`src/design/tile_background_pixel_shifter_defines.svh`:
```
// assertion macros for the background pixel shifter
`ifndef TILE_BACKGROUND_PIXEL_SHIFTER_DEFINES_SVH
`define TILE_BACKGROUND_PIXEL_SHIFTER_DEFINES_SVH

`ifndef SYNTHESIS

// checked only out of reset
`define TBPS_ASSERT(label, prop) \
    label: assert property (@(posedge i_clk) disable iff (!i_rst_n) prop) \
        else $error("tbps check failed");

// checked at every edge, reset included
`define TBPS_ASSERT_ALWAYS(label, prop) \
    label: assert property (@(posedge i_clk) prop) \
        else $error("tbps check failed");

`else

`define TBPS_ASSERT(label, prop)
`define TBPS_ASSERT_ALWAYS(label, prop)

`endif

`endif

```
`src/design/tbps_pkg.sv`:
```
package tbps_pkg;

    localparam int TILE_WIDTH = 8;
    localparam int COUNT_W    = 4;

    typedef enum logic [1:0] {
        FUNC_CLEAR    = 2'd0,
        FUNC_LINE     = 2'd1,
        FUNC_PIXEL    = 2'd2,
        FUNC_PREFETCH = 2'd3
    } t_func;

    typedef enum logic [1:0] {
        ACT_NONE     = 2'd0,
        ACT_BACKDROP = 2'd1,
        ACT_COLOR    = 2'd2
    } t_action;

    localparam logic [1:0] CFG_FINE_SCROLL  = 2'd0;
    localparam logic [1:0] CFG_CLIP_LEFT    = 2'd1;
    localparam logic [1:0] CFG_LAYER_ENABLE = 2'd2;

    localparam logic [COUNT_W-1:0] RELOAD_VALUE = COUNT_W'(TILE_WIDTH);
    localparam logic [7:0]         CLIP_LAST_X  = 8'(TILE_WIDTH - 1);

    typedef struct packed {
        t_func      func;
        logic       rendering;
        logic [7:0] pixel_x;
        logic [7:0] pattern_low;
        logic [7:0] pattern_high;
        logic [7:0] attr_byte;
        logic [2:0] attr_tag;
    } t_item;

    typedef struct packed {
        logic [2:0] fine_scroll;
        logic       clip_left;
        logic       layer_enable;
    } t_cfg;

    typedef struct packed {
        logic       bg_write;
        logic [1:0] bg_pixel;
        t_action    frame_action;
        logic [3:0] frame_color;
    } t_result;

endpackage

```
`src/design/tbps_shifter.sv`:
```
`include "tile_background_pixel_shifter_defines.svh"

module tbps_shifter (
    input  logic              i_clk,
    input  logic              i_rst_n,
    input  logic              i_accept,
    input  tbps_pkg::t_item   i_item,
    input  tbps_pkg::t_cfg    i_cfg,
    output tbps_pkg::t_result o_result
);

    logic [7:0] r_low_shifter,  n_low_shifter;
    logic [7:0] r_high_shifter, n_high_shifter;
    logic [7:0] r_low_feed,     n_low_feed;
    logic [7:0] r_high_feed,    n_high_feed;
    logic [7:0] r_attr_current, n_attr_current;
    logic [2:0] r_current_shift, n_current_shift;
    logic [7:0] r_attr_next,    n_attr_next;
    logic [2:0] r_next_shift,   n_next_shift;
    logic [tbps_pkg::COUNT_W-1:0] r_reload_count, n_reload_count;

    always_comb begin
        logic [tbps_pkg::COUNT_W-1:0] count_dec;
        logic                         load;
        logic [7:0]                   low_src;
        logic [7:0]                   high_src;
        logic [2:0]                   tap;
        logic [1:0]                   pixel;
        logic [7:0]                   attr_sel;
        logic [2:0]                   shift_sel;
        logic [7:0]                   attr_shifted;

        n_low_shifter   = r_low_shifter;
        n_high_shifter  = r_high_shifter;
        n_low_feed      = r_low_feed;
        n_high_feed     = r_high_feed;
        n_attr_current  = r_attr_current;
        n_current_shift = r_current_shift;
        n_attr_next     = r_attr_next;
        n_next_shift    = r_next_shift;
        n_reload_count  = r_reload_count;
        o_result        = '0;

        count_dec    = (r_reload_count != '0) ? r_reload_count - 1'b1 : r_reload_count;
        load         = (count_dec == '0);
        low_src      = load ? i_item.pattern_low  : r_low_feed;
        high_src     = load ? i_item.pattern_high : r_high_feed;
        tap          = 3'd7 - i_cfg.fine_scroll;
        pixel        = {r_high_shifter[tap], r_low_shifter[tap]};
        attr_sel     = '0;
        shift_sel    = '0;
        attr_shifted = '0;

        case (i_item.func)
            tbps_pkg::FUNC_CLEAR: begin
                n_low_shifter   = '0;
                n_high_shifter  = '0;
                n_low_feed      = '0;
                n_high_feed     = '0;
                n_attr_current  = '0;
                n_current_shift = '0;
                n_attr_next     = '0;
                n_next_shift    = '0;
                n_reload_count  = '0;
            end
            tbps_pkg::FUNC_LINE: begin
                n_reload_count = r_reload_count + 1'b1;
            end
            tbps_pkg::FUNC_PREFETCH: begin
                n_low_shifter   = r_low_feed;
                n_high_shifter  = r_high_feed;
                n_low_feed      = i_item.pattern_low;
                n_high_feed     = i_item.pattern_high;
                n_attr_current  = r_attr_next;
                n_current_shift = r_next_shift;
                n_attr_next     = i_item.attr_byte;
                n_next_shift    = i_item.attr_tag;
                n_reload_count  = tbps_pkg::RELOAD_VALUE;
            end
            default: begin
                // pixel transaction: count down, reload at zero, then shift
                n_reload_count = load ? tbps_pkg::RELOAD_VALUE : count_dec;
                if (load) begin
                    n_attr_current  = r_attr_next;
                    n_current_shift = r_next_shift;
                    n_attr_next     = i_item.attr_byte;
                    n_next_shift    = i_item.attr_tag;
                end
                n_low_shifter  = {r_low_shifter[6:0],  low_src[7]};
                n_high_shifter = {r_high_shifter[6:0], high_src[7]};
                n_low_feed     = {low_src[6:0],  1'b0};
                n_high_feed    = {high_src[6:0], 1'b0};

                o_result.bg_write = 1'b1;
                if (i_item.rendering) begin
                    if (pixel == 2'd0 ||
                        (i_item.pixel_x <= tbps_pkg::CLIP_LAST_X && i_cfg.clip_left)) begin
                        o_result.frame_action = tbps_pkg::ACT_BACKDROP;
                    end else begin
                        o_result.bg_pixel = pixel;
                        if (i_cfg.layer_enable) begin
                            // near the tile boundary the scrolled pixel belongs to the next tile
                            if (n_reload_count <= {1'b0, i_cfg.fine_scroll}) begin
                                attr_sel  = n_attr_next;
                                shift_sel = n_next_shift;
                            end else begin
                                attr_sel  = n_attr_current;
                                shift_sel = n_current_shift;
                            end
                            attr_shifted          = attr_sel >> shift_sel;
                            o_result.frame_action = tbps_pkg::ACT_COLOR;
                            o_result.frame_color  = {attr_shifted[1:0], pixel};
                        end
                    end
                end
            end
        endcase
    end

    always_ff @(posedge i_clk) begin
        if (!i_rst_n) begin
            r_low_shifter   <= '0;
            r_high_shifter  <= '0;
            r_low_feed      <= '0;
            r_high_feed     <= '0;
            r_attr_current  <= '0;
            r_current_shift <= '0;
            r_attr_next     <= '0;
            r_next_shift    <= '0;
            r_reload_count  <= '0;
        end else if (i_accept) begin
            r_low_shifter   <= n_low_shifter;
            r_high_shifter  <= n_high_shifter;
            r_low_feed      <= n_low_feed;
            r_high_feed     <= n_high_feed;
            r_attr_current  <= n_attr_current;
            r_current_shift <= n_current_shift;
            r_attr_next     <= n_attr_next;
            r_next_shift    <= n_next_shift;
            r_reload_count  <= n_reload_count;
        end
    end

    `TBPS_ASSERT(a_clear_empties, i_accept && i_item.func == tbps_pkg::FUNC_CLEAR |=> r_reload_count == '0 && r_low_shifter == '0 && r_high_feed == '0)
    `TBPS_ASSERT(a_prefetch_reload, i_accept && i_item.func == tbps_pkg::FUNC_PREFETCH |=> r_reload_count == tbps_pkg::RELOAD_VALUE && r_low_shifter == $past(r_low_feed))
    `TBPS_ASSERT(a_idle_holds, !i_accept |=> $stable(r_reload_count) && $stable(r_low_shifter) && $stable(r_attr_next))

endmodule

```
`src/design/tile_background_pixel_shifter.sv`:
```
// output: an accepted transaction's result is registered in the output register, or in the
// skid register while the output stalls; throughput: one transaction per cycle while the skid
// register is empty; the state update of the shifter completes in the accepting cycle
// reset: synchronous active low; shifter state cleared, fine scroll and clip cleared,
// layer enabled, output and skid registers empty
`include "tile_background_pixel_shifter_defines.svh"

module tile_background_pixel_shifter (
    input  logic       i_clk,
    input  logic       i_rst_n,
    input  logic       i_valid,
    output logic       o_stall,
    input  logic [1:0] i_func,
    input  logic       i_rendering,
    input  logic [7:0] i_pixel_x,
    input  logic [7:0] i_pattern_low,
    input  logic [7:0] i_pattern_high,
    input  logic [7:0] i_attr_byte,
    input  logic [2:0] i_attr_tag,
    output logic       o_valid,
    input  logic       i_stall,
    output logic       o_bg_write,
    output logic [1:0] o_bg_pixel,
    output logic [1:0] o_frame_action,
    output logic [3:0] o_frame_color,
    input  logic       i_cfg_we,
    input  logic [1:0] i_cfg_index,
    input  logic [2:0] i_cfg_data
);

    tbps_pkg::t_cfg    r_cfg;
    tbps_pkg::t_item   item;
    tbps_pkg::t_result result;
    tbps_pkg::t_result r_out;
    tbps_pkg::t_result r_skid;
    logic              r_out_valid;
    logic              r_skid_valid;
    logic              accept;
    logic              out_free;

    assign item.func         = tbps_pkg::t_func'(i_func);
    assign item.rendering    = i_rendering;
    assign item.pixel_x      = i_pixel_x;
    assign item.pattern_low  = i_pattern_low;
    assign item.pattern_high = i_pattern_high;
    assign item.attr_byte    = i_attr_byte;
    assign item.attr_tag     = i_attr_tag;

    assign accept   = i_valid && !r_skid_valid;
    assign out_free = !r_out_valid || !i_stall;

    always_ff @(posedge i_clk) begin
        if (!i_rst_n) begin
            r_cfg.fine_scroll  <= '0;
            r_cfg.clip_left    <= 1'b0;
            r_cfg.layer_enable <= 1'b1;
        end else if (i_cfg_we) begin
            case (i_cfg_index)
                tbps_pkg::CFG_FINE_SCROLL:  r_cfg.fine_scroll  <= i_cfg_data;
                tbps_pkg::CFG_CLIP_LEFT:    r_cfg.clip_left    <= i_cfg_data[0];
                tbps_pkg::CFG_LAYER_ENABLE: r_cfg.layer_enable <= i_cfg_data[0];
                default: begin
                end
            endcase
        end
    end

    tbps_shifter u_shifter (
        .i_clk    (i_clk),
        .i_rst_n  (i_rst_n),
        .i_accept (accept),
        .i_item   (item),
        .i_cfg    (r_cfg),
        .o_result (result)
    );

    // output register with one skid entry behind it
    always_ff @(posedge i_clk) begin
        if (!i_rst_n) begin
            r_out_valid  <= 1'b0;
            r_skid_valid <= 1'b0;
        end else if (out_free) begin
            if (r_skid_valid) begin
                r_out_valid  <= 1'b1;
                r_skid_valid <= 1'b0;
            end else begin
                r_out_valid <= accept;
            end
        end else if (accept) begin
            r_skid_valid <= 1'b1;
        end
    end

    always_ff @(posedge i_clk) begin
        if (out_free) begin
            if (r_skid_valid) begin
                r_out <= r_skid;
            end else if (accept) begin
                r_out <= result;
            end
        end else if (accept) begin
            r_skid <= result;
        end
    end

    assign o_stall        = r_skid_valid;
    assign o_valid        = r_out_valid;
    assign o_bg_write     = r_out.bg_write;
    assign o_bg_pixel     = r_out.bg_pixel;
    assign o_frame_action = r_out.frame_action;
    assign o_frame_color  = r_out.frame_color;

    `TBPS_ASSERT_ALWAYS(a_skid_behind_out, r_skid_valid |-> r_out_valid)
    `TBPS_ASSERT(a_color_is_opaque, o_valid && o_frame_action == tbps_pkg::ACT_COLOR |-> o_bg_write && o_bg_pixel != 2'd0)
    `TBPS_ASSERT(a_no_write_is_quiet, o_valid && !o_bg_write |-> o_frame_action == tbps_pkg::ACT_NONE && o_bg_pixel == 2'd0 && o_frame_color == 4'd0)

endmodule

```
`config.mk`:
```
export PLATFORM = sky130hd
export DESIGN_NAME = tile_background_pixel_shifter
export DESIGN_NICKNAME = d
export VERILOG_FILES = /design/src/design/tbps_pkg.sv /design/src/design/tbps_shifter.sv /design/src/design/tile_background_pixel_shifter.sv
export VERILOG_INCLUDE_DIRS = /design/src /design/src/design
export SDC_FILE = /design/constraint.sdc
export NUM_CORES = 1
export LEC_CHECK = 0
export BUFFER_PORTS_ARGS = -buffer_cell sky130_fd_sc_hd__buf_2
export CORE_MARGIN = 2
export CORE_UTILIZATION = 30
export DETAILED_ROUTE_END_ITERATION = 10
export GPL_TIMING_DRIVEN = 1
export SLEW_MARGIN = 20
export SYNTH_ARGS = -nofsm -noshare
export SYNTH_HDL_FRONTEND = slang
export SYNTH_SLANG_ARGS = --single-unit
```
`constraint.sdc`:
```
create_clock -name i_clk -period 3.4 [get_ports i_clk]
set_input_delay 0.68 -clock i_clk [delete_from_list [all_inputs] [get_ports i_clk]]
set_output_delay 0.68 -clock i_clk [all_outputs]
set_load 0.01 [all_outputs]
```
# Yosys cells after proc, flatten, opt, wreduce, memory -nomap -nowiden
# Cells that the tools add are included.
# word_totals
regBits,83
inputBits,48
output_inout_bits,11
# classes
add_sub_neg,3
magnitude_cmp,3
n_eq_ne,4
shifts,1
n_mux,40
bitwise,3
reduce_logical,21
# ops
operator,count
one-hot mux 8 bit (3 select lines),6
2-to-1 mux 8 bit,10
2-to-1 mux 9 bit,3
2-to-1 mux 3 bit,7
one-hot mux 3 bit (3 select lines),2
2-to-1 mux 4 bit,3
one-hot mux 4 bit (3 select lines),1
AND reduction 2 bit,6
less-or-equal comparator 8 x 3 -> 1 bit (second input constant),1
>> shifter 8 x 3 -> 2 bit,1
binary-select mux 1 bit (select 3 bit),2
zero test 2 bit,3
2-to-1 mux 6 bit,1
adder 4 x 1 -> 4 bit (second input constant),1
equality test 2 x 1 -> 1 bit (second input constant),2
equality test 2 bit (second input constant),2
less-or-equal comparator 4 x 3 -> 1 bit,1
zero test 4 bit,1
less-than comparator 3 x 4 -> 1 bit (second input constant),1
2-to-1 mux 2 bit,2
nonzero test 4 bit,1
subtractor 4 x 1 -> 4 bit (second input constant),1
zero test 1 bit,3
2-to-1 mux 1 bit,3
other kinds (7),11

# Longest topological paths before layout
# Gate-level depths: netlist of run 1.
# logic_depth
word_depth,17
depth_mapped,13
ltp_nobuf,12

# By module
# A second synthesis of run 1 with hierarchy kept.
# hier_totals
hier_cells,429
hier_area_um2,4245.3
# by_module_without_submodules
mod,n_inst,cells_each,area_per_inst_um2
tbps_shifter,1,369,3284.4
tile_background_pixel_shifter,1,60,960.9

# Least setup slack after synthesis of run 1
# Ideal clock, no wire load.
# synth_path
kind,reg2reg
start,register u_shifter.r_reload_count[0] (netlist name)
end,register r_out (netlist bit o_frame_color[2]) (data pin)
t_arrival_ns,2.455
required_time_ns,3.143
setup_slack_ns,0.688
stages_incl_launch_ff,14
n_path_buf,1
synth_period_minus_slack_ns,2.712
path_cell_list,dfxtp_1 > clkbuf_1 > inv_1 > ha_1 > nand2b_1 > nor2_1 > mux2i_1 > ha_1 > nor2b_1 > o21a_1 > o21ai_1 > a21oi_1 > or2_1 > a32o_1
# synth_via
elab_chain_cells,17
word_cells_on_any_way,27
classes_between,1 x add/sub; 1 x order compare; 1 x shift; 22 x mux; 2 x reduce/logical
# synth_lines
element,line_no,source
start: declaration,tbps_shifter.sv:20,"logic [tbps_pkg::COUNT_W-1:0] r_reload_count, n_reload_count;"
start signal: assignment,tbps_shifter.sv:140,r_reload_count <= n_reload_count;
subtractor 4 x 1 -> 4 bit or nonzero test 4 bit (tied branches),tbps_shifter.sv:44,count_dec = (r_reload_count != '0) ? r_reload_count - 1'b1 : r_reload_count;
2-to-1 mux 4 bit (*),tbps_shifter.sv:44,
zero test 4 bit,tbps_shifter.sv:45,load = (count_dec == '0);
2-to-1 mux 4 bit,tbps_shifter.sv:82,n_reload_count = load ? tbps_pkg::RELOAD_VALUE : count_dec;
less-or-equal comparator 4 x 3 -> 1 bit,tbps_shifter.sv:103,"if (n_reload_count <= {1'b0, i_cfg.fine_scroll}) begin"
2-to-1 mux 8 bit or 2-to-1 mux 3 bit (tied branches),tbps_shifter.sv:103,
2-to-1 mux 8 bit or 2-to-1 mux 3 bit (tied branches),tbps_shifter.sv:101,if (i_cfg.layer_enable) begin
2-to-1 mux 8 bit or 2-to-1 mux 3 bit (tied branches),tbps_shifter.sv:96,if (pixel == 2'd0 ||
2-to-1 mux 8 bit or 2-to-1 mux 3 bit (tied branches),tbps_shifter.sv:95,if (i_item.rendering) begin
2-to-1 mux 8 bit or 2-to-1 mux 3 bit (tied branches),tbps_shifter.sv:54,case (i_item.func)
>> shifter 8 x 3 -> 2 bit (*),tbps_shifter.sv:110,attr_shifted = attr_sel >> shift_sel;
2-to-1 mux 6 bit (*),tbps_shifter.sv:101,
2-to-1 mux 4 bit (*),tbps_shifter.sv:96,
2-to-1 mux 8 bit (*),tbps_shifter.sv:95,
2-to-1 mux 9 bit (*),tbps_shifter.sv:54,
2-to-1 mux 9 bit (*),tile_background_pixel_shifter.sv:98,end else if (accept) begin
2-to-1 mux 9 bit (*),tile_background_pixel_shifter.sv:96,if (r_skid_valid) begin
end signal: assignment,tile_background_pixel_shifter.sv:97,r_out <= r_skid;
end signal: assignment,tile_background_pixel_shifter.sv:99,r_out <= result;
end: declaration,tile_background_pixel_shifter.sv:34,tbps_pkg::t_result r_out;
# Every way passes the cells marked *; elsewhere a longest branch is shown, timed or not. The select of a mux whose other input is x is not followed.
# A chain may end at the register's enable or synchronous reset.

# Worst setup path after layout of run 1
# Same ends and word-level chain as after synthesis.

==> qor_table.md, run 1 <==
| Parameter | This run |
| --- | --- |
| Outcome | completed |
| Worst vdd ir | 0.000202 V |
| Total length of routed met2 wires | 4330 um |
| Power per standard cell area | 496 nW/um^2 |
| Maximum number of buffers from clock root to sink | 2 |
| Global-route total usage across every layer | 0.127 |
| Number of remaining DRC errors | 0 |
| Ordered list of cells on the worst path | inv_1, ha_1, nand2b_1, nor2_1, mux2i_1, ha_1, nor2b_1, o21a_1, o21ai_1, a21oi_1, or2_1, a32o_1 |
| Achievable frequency | 329 MHz |
| Starting Density | 0.308 |
| Worst Max-Slew Pin Slew | 1.02 ns |
| Port Buf Inserts | 55 |
| Number of clock sinks | 83 |
| Setup-violating endpoint count in the final report | 0 |
| Cell area after synthesis | 4270 sq um |
| Gate Count Post-Synth | 458 |
| Total number of vias | 3452 |
| Iteration count of the initial detailed-routing pass | 5 |
| Worst-path maximum fanout | 10 |
| Antenna viol nets, final | 0 |
| Number of unique standard cell types used by synthesis | 46 |
| Accumulated negative setup slack | 0 ns |
| Average cell area after synthesis | 9.32 sq um |
| Vertical die dimension | 123 um |
| Logic gate share of total power | 0.153 |
| Count of non-filler cells in the finished layout | 679 |
| Post-synth net total | 515 |
| Clock buffers created by TritonCTS | 9 |
| Area of the die | 15200 sq um |
| Routed length on met1 | 4640 um |
| Root buffer cell | sky130_fd_sc_hd__clkbuf_16 |
| Routability-driven placement congestion ratio | 0.810 |
| Buffers and inverters on the worst path | 1 |
| CP dominant cell by count | sky130_fd_sc_hd__ha_1 |
| Detailed-placement wirelength estimate | 6640 um |
| Total of flip-flops plus latches after synthesis | 83 |
| Min cycle time layout | 3.04 ns |
| Hold violation count in the final report | 0 |
| X dimension of the die | 123 um |
| IO Count | 59 |
| Top routing layer in use | met4 |
| Core Rows | 43 |
| Crit path max-delay family | simple AND/OR/NAND/NOR gates |
| Crit path setup slack, layout | 0.363 ns |
| Sequential share of the synthesized area | 0.431 |
| Resized cells post-CTS | 0 |
| Combined area of the multi-input logic cells | 2260 sq um |
| Post-placement worst setup slack | 0.365 ns |
| Met3 WL | 431 um |
| Fraction of layout cells with a size suffix above 1 | 0.208 |
| Layout fillers | 1443 |
| Startpoint kind of the worst setup timing path | register |
| Power share of the clock group | 0.404 |
| Lkg Pwr | 2.05 nW |
| Deepest level of the CTS H-tree | 3 |
| Final Routed Wirelength | 9510 um |
| Post-synth ARST share | 0 |
| Core footprint | 13900 sq um |
| Worst slew margin relative to its limit | 0.322 |
| Synth warn | 0 |
| Data arrival time at the worst-slack endpoint | 3.12 ns |
| Overall power after layout | 2.49 mW |
| Via count normalized by instance count | 5.08 |
| Number of pins exceeding their max-slew limit in the final report | 0 |
| Number of DRC markers after the initial detailed-route iteration | 173 |
| Antenna diode count | 0 |
| Register-to-Register Setup Slack | 0.36 ns |
| Number of global-route vias before repair | 3205 |
| Critical Path Max Stage Delay | 0.40 ns |
| Min-Delay Path Class | register to register |
| Synthesis-to-layout area growth | 17.5% |
| Post-route clock skew | 0.00529 ns |
| Sw Ratio | 0.256 |
| Sw Pwr | 636 uW |
| Fin nets | 551 |
| Crit Path Category | register to register |
| Pin count of the biggest net entering global routing | 66 |
| Number of antenna violations at the first check in global routing | 0 |
| Setup repair after global routing missed its margin | false |
| Average routed wire per standard cell | 14.0 um |
| Clock transition at the registers of the reported paths | 0.06 ns |
| Period Utilization, post-route | 0.893 |
| Slowest stage cell, crit path | sky130_fd_sc_hd__dfxtp_1 |
| CTS tree | done |
| Number of buffers inserted for hold repair after clock tree synthesis | 0 |
| EDFF count, synth | 18 |
| Int Power | 1.85 mW |
| Area used by sequential logic in the layout | 1840 sq um |
| Post-CTS repair timing setup buffer count | 0 |
| Number of max-cap violations | 0 |
| Top flip-flop cell by instance count after synthesis | sky130_fd_sc_hd__dfxtp_1 |
| Global-route wire length before repair | 15300 um |
| Required time of the critical path | 3.48 ns |
| Sequential Power Share | 0.443 |
| Insertion delay to the later sink of the worst-skew pair | 0.34 ns |
| Leftover overflow at the end of global routing | 0 |
| Placed cell count | 663 |
| Endpoint type of the worst setup path | register |
## layout by cell type (no fill, tap or decap), types with 18 or more instances in the layout
master / count
sky130_fd_sc_hd__edfxtp_1: 18
sky130_fd_sc_hd__buf_2: 55
sky130_fd_sc_hd__nand2_1: 45
sky130_fd_sc_hd__nor2_1: 29
sky130_fd_sc_hd__o21ai_0: 24
sky130_fd_sc_hd__a22oi_1: 22
sky130_fd_sc_hd__nor2b_1: 31
sky130_fd_sc_hd__dfxtp_1: 65
sky130_fd_sc_hd__a21oi_1: 39
sky130_fd_sc_hd__mux2i_1: 25
## state kept, by name, indices dropped and copies added, names as in the netlist
name,count
o_bg_pixel,2
o_bg_write,1
o_frame_action,2
o_frame_color,4
o_stall,1
o_valid,1
r_cfg,5
r_skid,9
u_shifter.r_attr_current,8
u_shifter.r_attr_next,8
u_shifter.r_current_shift,3
u_shifter.r_high_feed,8
u_shifter.r_high_shifter,8
u_shifter.r_low_feed,8
u_shifter.r_low_shifter,8
u_shifter.r_next_shift,3
u_shifter.r_reload_count,4
## routing by layer
layer  vias to the layer above  track usage
met3                        13       0.0314
met4                         0       0.0398
met1                      1627        0.173
li1                       1730            -
met5                         -            0
met2                        82        0.198
## worst register-to-register path: stages (launching register included)
cell and delay, ns:
sky130_fd_sc_hd__dfxtp_1 0.40, sky130_fd_sc_hd__inv_1 0.13, sky130_fd_sc_hd__ha_1 0.27, sky130_fd_sc_hd__nand2b_1 0.15
sky130_fd_sc_hd__nor2_1 0.26, sky130_fd_sc_hd__mux2i_1 0.24, sky130_fd_sc_hd__ha_1 0.26, sky130_fd_sc_hd__nor2b_1 0.14
sky130_fd_sc_hd__o21a_1 0.16, sky130_fd_sc_hd__o21ai_1 0.15, sky130_fd_sc_hd__a21oi_1 0.13, sky130_fd_sc_hd__or2_1 0.27
sky130_fd_sc_hd__a32o_1 0.23
## synthesized netlist by cell type, types with 3 or more instances
library cell / count / area (sq um)
sky130_fd_sc_hd__clkbuf_1: 31 / 116
sky130_fd_sc_hd__a211oi_1: 5 / 37.5
sky130_fd_sc_hd__o211a_1: 14 / 140
sky130_fd_sc_hd__mux4_2: 6 / 135
sky130_fd_sc_hd__and3_1: 6 / 37.5
sky130_fd_sc_hd__a31oi_1: 4 / 25.0
sky130_fd_sc_hd__dfxtp_1: 65 / 1300
sky130_fd_sc_hd__o211ai_1: 14 / 105
sky130_fd_sc_hd__nand3b_1: 3 / 22.5
sky130_fd_sc_hd__o21ai_0: 24 / 120
sky130_fd_sc_hd__nand2b_1: 3 / 18.8
sky130_fd_sc_hd__nor3b_1: 3 / 22.5
sky130_fd_sc_hd__inv_1: 7 / 26.3
sky130_fd_sc_hd__nor2_1: 30 / 113
sky130_fd_sc_hd__nand3_1: 4 / 20.0
sky130_fd_sc_hd__nor2b_1: 31 / 194
sky130_fd_sc_hd__a21oi_1: 39 / 195
sky130_fd_sc_hd__and2_1: 4 / 25.0
sky130_fd_sc_hd__edfxtp_1: 18 / 541
sky130_fd_sc_hd__buf_2: 3 / 15.0
sky130_fd_sc_hd__a21boi_0: 3 / 22.5
sky130_fd_sc_hd__ha_1: 9 / 113
sky130_fd_sc_hd__a22oi_1: 22 / 165
sky130_fd_sc_hd__mux2_2: 12 / 135
sky130_fd_sc_hd__mux2i_1: 25 / 250
sky130_fd_sc_hd__nand2_1: 45 / 169
## path summary, 6_finish.rpt
kind                                            startpoint                                 endpoint  depth (start not counted)
setup / recovery  u_shifter.r_reload_count[0]$_SDFFE_PN0P_               o_frame_color[2]$_DFFE_PP_                         12
hold / removal     u_shifter.r_low_shifter[7]$_SDFFE_PN0P_  u_shifter.r_low_shifter[7]$_SDFFE_PN0P_                          1
setup reg to reg  u_shifter.r_reload_count[0]$_SDFFE_PN0P_               o_frame_color[2]$_DFFE_PP_                         12
hold reg to reg    u_shifter.r_low_shifter[7]$_SDFFE_PN0P_  u_shifter.r_low_shifter[7]$_SDFFE_PN0P_                          1
## layout make-up
class                      instances  share of cell area
timing repair buffer              63              0.0668
multi-input combinational        329               0.451
tap                              180              0.0449
sequential                        83               0.367
inverter                           8             0.00599
clock buffer                      14              0.0611
clock inverter                     2             0.00274
## cells by family after synthesis
kind of cell	count (synthesis)	synth area share
AO/OA/AOI/OAI	136	0.209
multiplexers	43	0.122
buffers and inverters	46	0.0448
adder cells (fa/ha/maj)	9	0.0264
XOR/XNOR	3	0.00615
flip-flops	83	0.431
AND/OR/NAND/NOR	138	0.160
## through the flow
step,hold WS [ns],instance area [sq um],utilization
global route,0.525,5020,0.361
CTS,0.497,5020,0.361
finish,0.499,5020,0.361
detailed placement,0.488,4700,0.338
global placement,0.473,4700,0.338
floorplan,0.454,4270,-
## power groups by stage
| stage | combinational [mW] | sequential [mW] | clock, mW |
|---|---|---|---|
| after floorplan | 0.288 | 1.11 | 0 |
| after CTS | 0.385 | 1.10 | 1.04 |
| final | 0.382 | 1.10 | 1.00 |
| after detailed placement | 0.383 | 1.12 | 0 |
| after global routing | 0.427 | 1.11 | 1.08 |
| after global placement | 0.371 | 1.12 | 0 |
No activity file was read; power rests on OpenSTA's default activity.
==> run 2: changes to the inputs <==
Settings changed: ABC_AREA set to 1, CELL_PAD_IN_SITES_DETAIL_PLACEMENT set to 0, CELL_PAD_IN_SITES_GLOBAL_PLACEMENT set to 2, PLACE_DENSITY_LB_ADDON set to 0.1.
==> run 2 against run 1 <==
Net effect:
- final area grew 10%
- wire length grew 45%
- sequential power is essentially flat
- sequential cell count is the same
- utilization shrank 1.0 points
- hold slack lost 0.024 ns
- maximum frequency grew 0.29%
- global-route usage grew 4.3 points
- combinational power grew to 2.5 times the previous value
- clock power is essentially flat
- critical path type unchanged
- register-to-register slack is essentially flat
- worst setup slack gained 0.0089 ns
==> qor_table.md, run 2 <==
| Parameter | This run |
| --- | --- |
| Register-to-Register Setup Slack | 0.37 ns |
| Antenna viol nets, final | 0 |
| Required time of the critical path | 3.51 ns |
| Placed Area | 5230 sq um |
| Critical Path Max Stage Delay | 0.36 ns |
| Via count normalized by instance count | 5.09 |
| CP dominant cell by count | sky130_fd_sc_hd__nand2_1 |
| Fraction of layout cells with a size suffix above 1 | 0.168 |
| Maximum number of buffers from clock root to sink | 2 |
| Synthesis-to-layout area growth | 15.4% |
| Min cycle time layout | 3.03 ns |
| Synth cell count leaders | 154 x sky130_fd_sc_hd__nand2_1, 70 x sky130_fd_sc_hd__a21oi_1, 65 x sky130_fd_sc_hd__dfxtp_1 |
| Clock transition at the registers of the reported paths | 0.07 ns |
| CTS tree | done |
| Endpoint type of the worst setup path | register |
| Hold violation count in the final report | 0 |
| Accumulated negative setup slack | 0 ns |
| Top flip-flop cell by instance count after synthesis | sky130_fd_sc_hd__dfxtp_1 |
| Number of max-cap violations | 0 |
| Number of pins exceeding their max-slew limit in the final report | 0 |
| Starting Density | 0.304 |
| Average cell area after synthesis | 7.48 sq um |
| Max reg flops | 9 |
| X dimension of the die | 131 um |
| Cell area after synthesis | 4800 sq um |
| Dominant cell type by area after synthesis | sky130_fd_sc_hd__dfxtp_1 |
| Period Utilization, post-route | 0.891 |
| Area of the die | 17000 sq um |
| Antenna diode count | 0 |
| Post-CTS repair timing setup buffer count | 0 |
| Buffers and inverters on the worst path | 3 |
| Number of global-route vias before repair | 4277 |
| Core footprint | 15800 sq um |
| Number of DRC markers after the initial detailed-route iteration | 228 |
| Min-Delay Path Class | register to register |
| Sequential share of the synthesized area | 0.384 |
| Commonest cells after routing, fill and taps aside | 154 x sky130_fd_sc_hd__nand2_1, 70 x sky130_fd_sc_hd__a21oi_1, 65 x sky130_fd_sc_hd__dfxtp_1, 63 x sky130_fd_sc_hd__inv_1, 55 x sky130_fd_sc_hd__buf_2 |
| Routability-driven placement congestion ratio | 0.782 |
| Worst min-delay path startpoint | u_shifter.r_attr_current[5]$_SDFFE_PN0P_ |
| Root buffer cell | sky130_fd_sc_hd__clkbuf_16 |
| Data arrival time at the worst-slack endpoint | 3.13 ns |
| Worst Hold End | u_shifter.r_attr_current[5]$_SDFFE_PN0P_ |
| Leading cell type in the layout, fill and taps excluded | sky130_fd_sc_hd__nand2_1 |
| Total of flip-flops plus latches after synthesis | 83 |
| Number of unique standard cell types used by synthesis | 39 |
| Crit Path Category | register to register |
| Launching point of the worst reg2reg path | u_shifter.r_reload_count[0]$_SDFFE_PN0P_ |
| Startpoint kind of the worst setup timing path | register |
| Slowest stage cell, crit path | sky130_fd_sc_hd__dfxtp_1 |
| Number of stages on the worst hold path | 2 |
| Top register by number of flip-flops | r_skid |
| Detailed-placement wirelength estimate | 8960 um |
| Post-synth net total | 699 |
| Setup-violating endpoint count in the final report | 0 |
| Deepest level of the CTS H-tree | 3 |
| Average routed wire per standard cell | 15.3 um |
| Clock buffers created by TritonCTS | 9 |
| Area of all placed cells without fillers | 5540 sq um |
| Crit path max-delay family | simple AND/OR/NAND/NOR gates |
| Gate Count Post-Synth | 642 |
| Leftover overflow at the end of global routing | 0 |
| Insertion delay to the later sink of the worst-skew pair | 0.35 ns |
| Vertical die dimension | 131 um |
| Ordered list of cells on the worst path | inv_1, ha_2, inv_1, nand2_1, nand2_2, ha_1, inv_1, nor2_1, o21ai_0, nand2_1, nand2_1, nand3_2, nand2_1, nand2_8, nand3_1, nand3_2, and3_1 |
| Share of Yosys cell area claimed by the top area cell type | 0.271 |
| Worst-path maximum fanout | 12 |
| Power per standard cell area | 561 nW/um^2 |
| Lkg Pwr | 2.41 nW |
| Global-route total usage across every layer | 0.170 |
| Synth warn | 0 |
| Pin count of the biggest net entering global routing | 74 |
| Port Buf Inserts | 55 |
| Outcome | completed |
| Fin nets | 737 |
| Synth top area cells | sky130_fd_sc_hd__dfxtp_1 27%, sky130_fd_sc_hd__nand2_1 12%, sky130_fd_sc_hd__edfxtp_1 11%, sky130_fd_sc_hd__a21oi_1 7.3%, sky130_fd_sc_hd__a221oi_1 6.2% |
| Global-route wire length before repair | 22600 um |
| Iteration count of the initial detailed-routing pass | 5 |
| Number of antenna violations at the first check in global routing | 0 |
| EDFF count, synth | 18 |
| IO Count | 59 |
| Final Routed Wirelength | 13800 um |
| Total number of vias | 4582 |
| Endpoint of the worst-slack reg-to-reg timing path | r_skid[3]$_DFFE_PP_ |
| Worst vdd ir | 0.000247 V |
| Post-synth ARST share | 0 |
| Post-route clock skew | 0.00771 ns |
| Worst slew margin relative to its limit | 0.399 |
| Achievable frequency | 330 MHz |
| Most frequent cell after synthesis | sky130_fd_sc_hd__nand2_1 |
| Core Rows | 46 |
| Number of clock sinks | 83 |
| Worst-case reg-to-reg path depth | 17 |
| Worst Max-Slew Pin Slew | 0.900 ns |
| Number of remaining DRC errors | 0 |
| Setup repair after global routing missed its margin | false |
==> run 2: cells by family after synthesis <==
| group | after synthesis | share of synthesized area |
|---|---|---|
| fa+ha+maj | 9 | 0.0235 |
| simple gates | 247 | 0.238 |
| compound gates | 193 | 0.251 |
| flops | 83 | 0.384 |
| buf+inv | 110 | 0.104 |
==> run 2: power by group <==
| part | switching [mW] | internal [mW] | total, mW |
|---|---|---|---|
| clock network | 0.445 | 0.575 | 1.02 |
| registers | 0.0443 | 1.08 | 1.12 |
| logic | 0.645 | 0.320 | 0.964 |
| total | 1.13 | 1.97 | 3.11 |
==> run 2: how the worst max path moves through the flow <==
stage	from	end	slack (ns)	cells after the start
floorplan	u_shifter.r_reload_count[0]$_SDFFE_PN0P_	r_skid[3]$_DFFE_PP_	0.73	20
global placement	u_shifter.r_reload_count[0]$_SDFFE_PN0P_	o_frame_color[2]$_DFFE_PP_	0.12	21
detailed placement	u_shifter.r_reload_count[0]$_SDFFE_PN0P_	o_frame_color[2]$_DFFE_PP_	0.10	21
CTS	u_shifter.r_reload_count[0]$_SDFFE_PN0P_	o_frame_color[2]$_DFFE_PP_	0.08	21
global route	u_shifter.r_reload_count[0]$_SDFFE_PN0P_	o_frame_color[2]$_DFFE_PP_	0.01	21
finish	u_shifter.r_reload_count[0]$_SDFFE_PN0P_	r_skid[3]$_DFFE_PP_	0.37	17
==> run 2: final cells by class <==
type                    count  area (sq um)
clock inverters             7          76.3
clock buffers               9           225
inverters                  69           259
flip-flops and latches     83          1840
well taps                 216           270
fillers                  1730         10200
repair buffers             68           385
multi-input cells         449          2480
==> run 2: metal layers <==
metal | vias to the layer above | GRT usage | wire (um) | share of wire
met4 | 0 | 0.0626 | 188 | 0.014
li1 | 2318 | - | - | -
met5 | - | 0 | 0 | 0
met3 | 12 | 0.0265 | 600 | 0.043
met2 | 117 | 0.259 | 5870 | 0.42
met1 | 2135 | 0.245 | 7150 | 0.52
==> run 2: timing repair <==
item                                    4_1_cts  5_1_grt
hold buffers                                  0        0
resized for setup                             0        3
endpoints found under the setup margin        0        4
==> run 2: per-stage QoR <==
| step | utilization | worst slack, ns | hold WS, ns | power (mW) | cells |
|---|---|---|---|---|---|
| floorplan | - | 0.728 | 0.452 | 1.90 | 642 |
| global placement | 0.331 | 0.119 | 0.460 | 2.11 | 885 |
| detailed placement | 0.331 | 0.103 | 0.468 | 2.11 | 885 |
| CTS | 0.351 | 0.0845 | 0.478 | 3.15 | 901 |
| global route | 0.351 | 0.0104 | 0.506 | 3.34 | 901 |
| finish | 0.351 | 0.372 | 0.475 | 3.11 | 901 |
==> run 2: worst min-delay path: cells and delay by family, from the launching register on <==
kind	cells	cell delay, ns
buffers and inverters	1	0.06
AO/OA/AOI/OAI	1	0.07
flip-flops	1	0.30
==> run 3: changes to the inputs <==
Settings changed: ABC_AREA 1 to unset, REMOVE_ABC_BUFFERS set to 1.
==> run 3 against run 2 <==
Net effect:
- die area fell by 11%
- largest cell class unchanged
- sequential cell count did not move
- non-clock buffer count fell by 4
- final cell count fell by 25%
- clock power fell by 9%
- first-iteration DRC count fell by 21%
- register-to-register slack got worse by 0.03 ns
- wire length fell by 26%
- worst setup slack got worse by 0.033 ns
- largest power group unchanged
- final area fell by 10%
==> qor_table.md, run 3 (synthesized netlist as in run 1, its figures left out) <==
| Parameter | This run |
| --- | --- |
| Outcome | completed |
| Required time of the critical path | 3.49 ns |
| Number of pins exceeding their max-slew limit in the final report | 0 |
| Power per standard cell area | 485 nW/um^2 |
| Fraction of layout cells with a size suffix above 1 | 0.210 |
| Achievable frequency | 327 MHz |
| Worst-path maximum fanout | 10 |
| Total number of vias | 3374 |
| IO Count | 59 |
| Count of non-filler cells in the finished layout | 680 |
| Area of the die | 15200 sq um |
| Detailed-placement wirelength estimate | 6950 um |
| Setup-violating endpoint count in the final report | 0 |
| Accumulated negative setup slack | 0 ns |
| X dimension of the die | 123 um |
| Number of max-cap violations | 0 |
| Starting Density | 0.308 |
| Resized cells post-CTS | 0 |
| Synthesis-to-layout area growth | 16.8% |
| Insertion delay to the later sink of the worst-skew pair | 0.34 ns |
| Top routing layer in use | met4 |
| Min-Delay Path Class | register to register |
| Iteration count of the initial detailed-routing pass | 4 |
| Worst vdd ir | 0.000241 V |
| Worst Max-Slew Pin Slew | 0.843 ns |
| Post-CTS repair timing setup buffer count | 0 |
| Core footprint | 13900 sq um |
| Total length of routed met2 wires | 4640 um |
| Worst-case reg-to-reg path depth | 12 |
| Placed cell count | 664 |
| Vertical die dimension | 123 um |
| Met3 WL | 406 um |
| Endpoint of the worst-slack reg-to-reg timing path | o_frame_color[3]$_DFFE_PP_ |
| CTS tree | done |
| Leading cell type in the layout, fill and taps excluded | sky130_fd_sc_hd__dfxtp_1 |
| Data arrival time at the worst-slack endpoint | 3.15 ns |
| Number of buffers inserted for hold repair after clock tree synthesis | 0 |
| Global-route total usage across every layer | 0.143 |
| Launching point of the worst reg2reg path | u_shifter.r_reload_count[0]$_SDFFE_PN0P_ |
| Smallest hold slack | 0.484 ns |
| Number of clock sinks | 83 |
| Pin count of the biggest net entering global routing | 47 |
| Top register by number of flip-flops | r_skid |
| Endpoint type of the worst setup path | register |
| Root buffer cell | sky130_fd_sc_hd__clkbuf_16 |
| Via count normalized by instance count | 4.96 |
| Worst slew margin relative to its limit | 0.438 |
| Overall power after layout | 2.42 mW |
| Startpoint kind of the worst setup timing path | register |
| Crit path setup slack, layout | 0.340 ns |
| Post-placement worst setup slack | 0.353 ns |
| Number of remaining DRC errors | 0 |
| Maximum number of buffers from clock root to sink | 2 |
| Number of stages on the worst hold path | 2 |
| Hold violation count in the final report | 0 |
| Area of all placed cells without fillers | 4990 sq um |
| Crit Path Category | register to register |
| Worst Hold End | u_shifter.r_low_feed[0]$_SDFFE_PN0P_ |
| Register-to-Register Setup Slack | 0.34 ns |
| Fin nets | 552 |
| Clock transition at the registers of the reported paths | 0.06 ns |
| Final core utilization | 0.359 |
| Routability-driven placement congestion ratio | 0.751 |
| Clock buffers created by TritonCTS | 9 |
| Port Buf Inserts | 55 |
| Commonest cells after routing, fill and taps aside | 65 x sky130_fd_sc_hd__dfxtp_1, 55 x sky130_fd_sc_hd__buf_2, 45 x sky130_fd_sc_hd__nand2_1, 39 x sky130_fd_sc_hd__a21oi_1, 30 x sky130_fd_sc_hd__nor2b_1 |
| Global-route wire length before repair | 16600 um |
| Lkg Pwr | 2.03 nW |
| Routed length on met1 | 5040 um |
| Placed Area | 4710 sq um |
| Core Rows | 43 |
| Average routed wire per standard cell | 15.1 um |
| Number of global-route vias before repair | 3266 |
| Final Routed Wirelength | 10200 um |
| Deepest level of the CTS H-tree | 3 |
| Max reg flops | 9 |
| Period Utilization, post-route | 0.900 |
| Antenna viol nets, final | 0 |
| Post-route clock skew | 0.00924 ns |
| Leftover overflow at the end of global routing | 0 |
| Number of DRC markers after the initial detailed-route iteration | 181 |
| Number of antenna violations at the first check in global routing | 0 |
| Setup repair after global routing missed its margin | false |
| Worst min-delay path startpoint | u_shifter.r_low_feed[0]$_SDFFE_PN0P_ |
| Min cycle time layout | 3.06 ns |
| Antenna diode count | 0 |
[run 3: area by class of cell]
cell class / instances / area (sq um)
clock buffer: 12 / 246
tap: 180 / 225
fill: 1477 / 8890
inverter: 8 / 30.0
timing repair buffer: 64 / 343
sequential: 83 / 1840
multi-input combinational: 329 / 2270
clock inverter: 4 / 33.8
[run 3: report_power, final]
| group | total (mW) | leakage (nW) | switching, mW | internal (mW) |
|---|---|---|---|---|
| clock | 0.928 | 0.133 | 0.407 | 0.521 |
| combinational | 0.390 | 1.18 | 0.218 | 0.172 |
| sequential | 1.10 | 0.715 | 0.0436 | 1.06 |
| total | 2.42 | 2.03 | 0.668 | 1.75 |
[run 3: metal layers]
metal  vias to the layer above  global-route usage
met4                         0              0.0533
met1                      1573               0.196
met3                        11              0.0226
met2                        63               0.225
li1                       1727                   -
met5                         -                   0
[run 3: worst max path at each step]
stage	slack (ns)	end	startpoint
CTS	0.35	o_frame_color[3]$_DFFE_PP_	u_shifter.r_reload_count[0]$_SDFFE_PN0P_
global route	0.11	o_frame_color[3]$_DFFE_PP_	u_shifter.r_reload_count[0]$_SDFFE_PN0P_
finish	0.34	o_frame_color[3]$_DFFE_PP_	u_shifter.r_reload_count[0]$_SDFFE_PN0P_
detailed placement	0.35	o_frame_color[3]$_DFFE_PP_	u_shifter.r_reload_count[0]$_SDFFE_PN0P_
floorplan	-0.89	u_shifter.r_attr_current[0]$_SDFFE_PN0P_	i_func[1]
global placement	0.40	o_frame_color[2]$_DFFE_PP_	u_shifter.r_reload_count[0]$_SDFFE_PN0P_
[run 3: worst max-delay path, cell delays in order (launching register included)]
cell                       delay (ns)
sky130_fd_sc_hd__dfxtp_1         0.41
sky130_fd_sc_hd__inv_1           0.13
sky130_fd_sc_hd__ha_1            0.27
sky130_fd_sc_hd__nand2b_1        0.16
sky130_fd_sc_hd__nor2_1          0.27
sky130_fd_sc_hd__mux2i_1         0.24
sky130_fd_sc_hd__ha_1            0.26
sky130_fd_sc_hd__nor2b_1         0.13
sky130_fd_sc_hd__o21a_1          0.16
sky130_fd_sc_hd__o21ai_1         0.13
sky130_fd_sc_hd__a21oi_1         0.15
sky130_fd_sc_hd__or2_1           0.25
sky130_fd_sc_hd__a32o_1          0.24
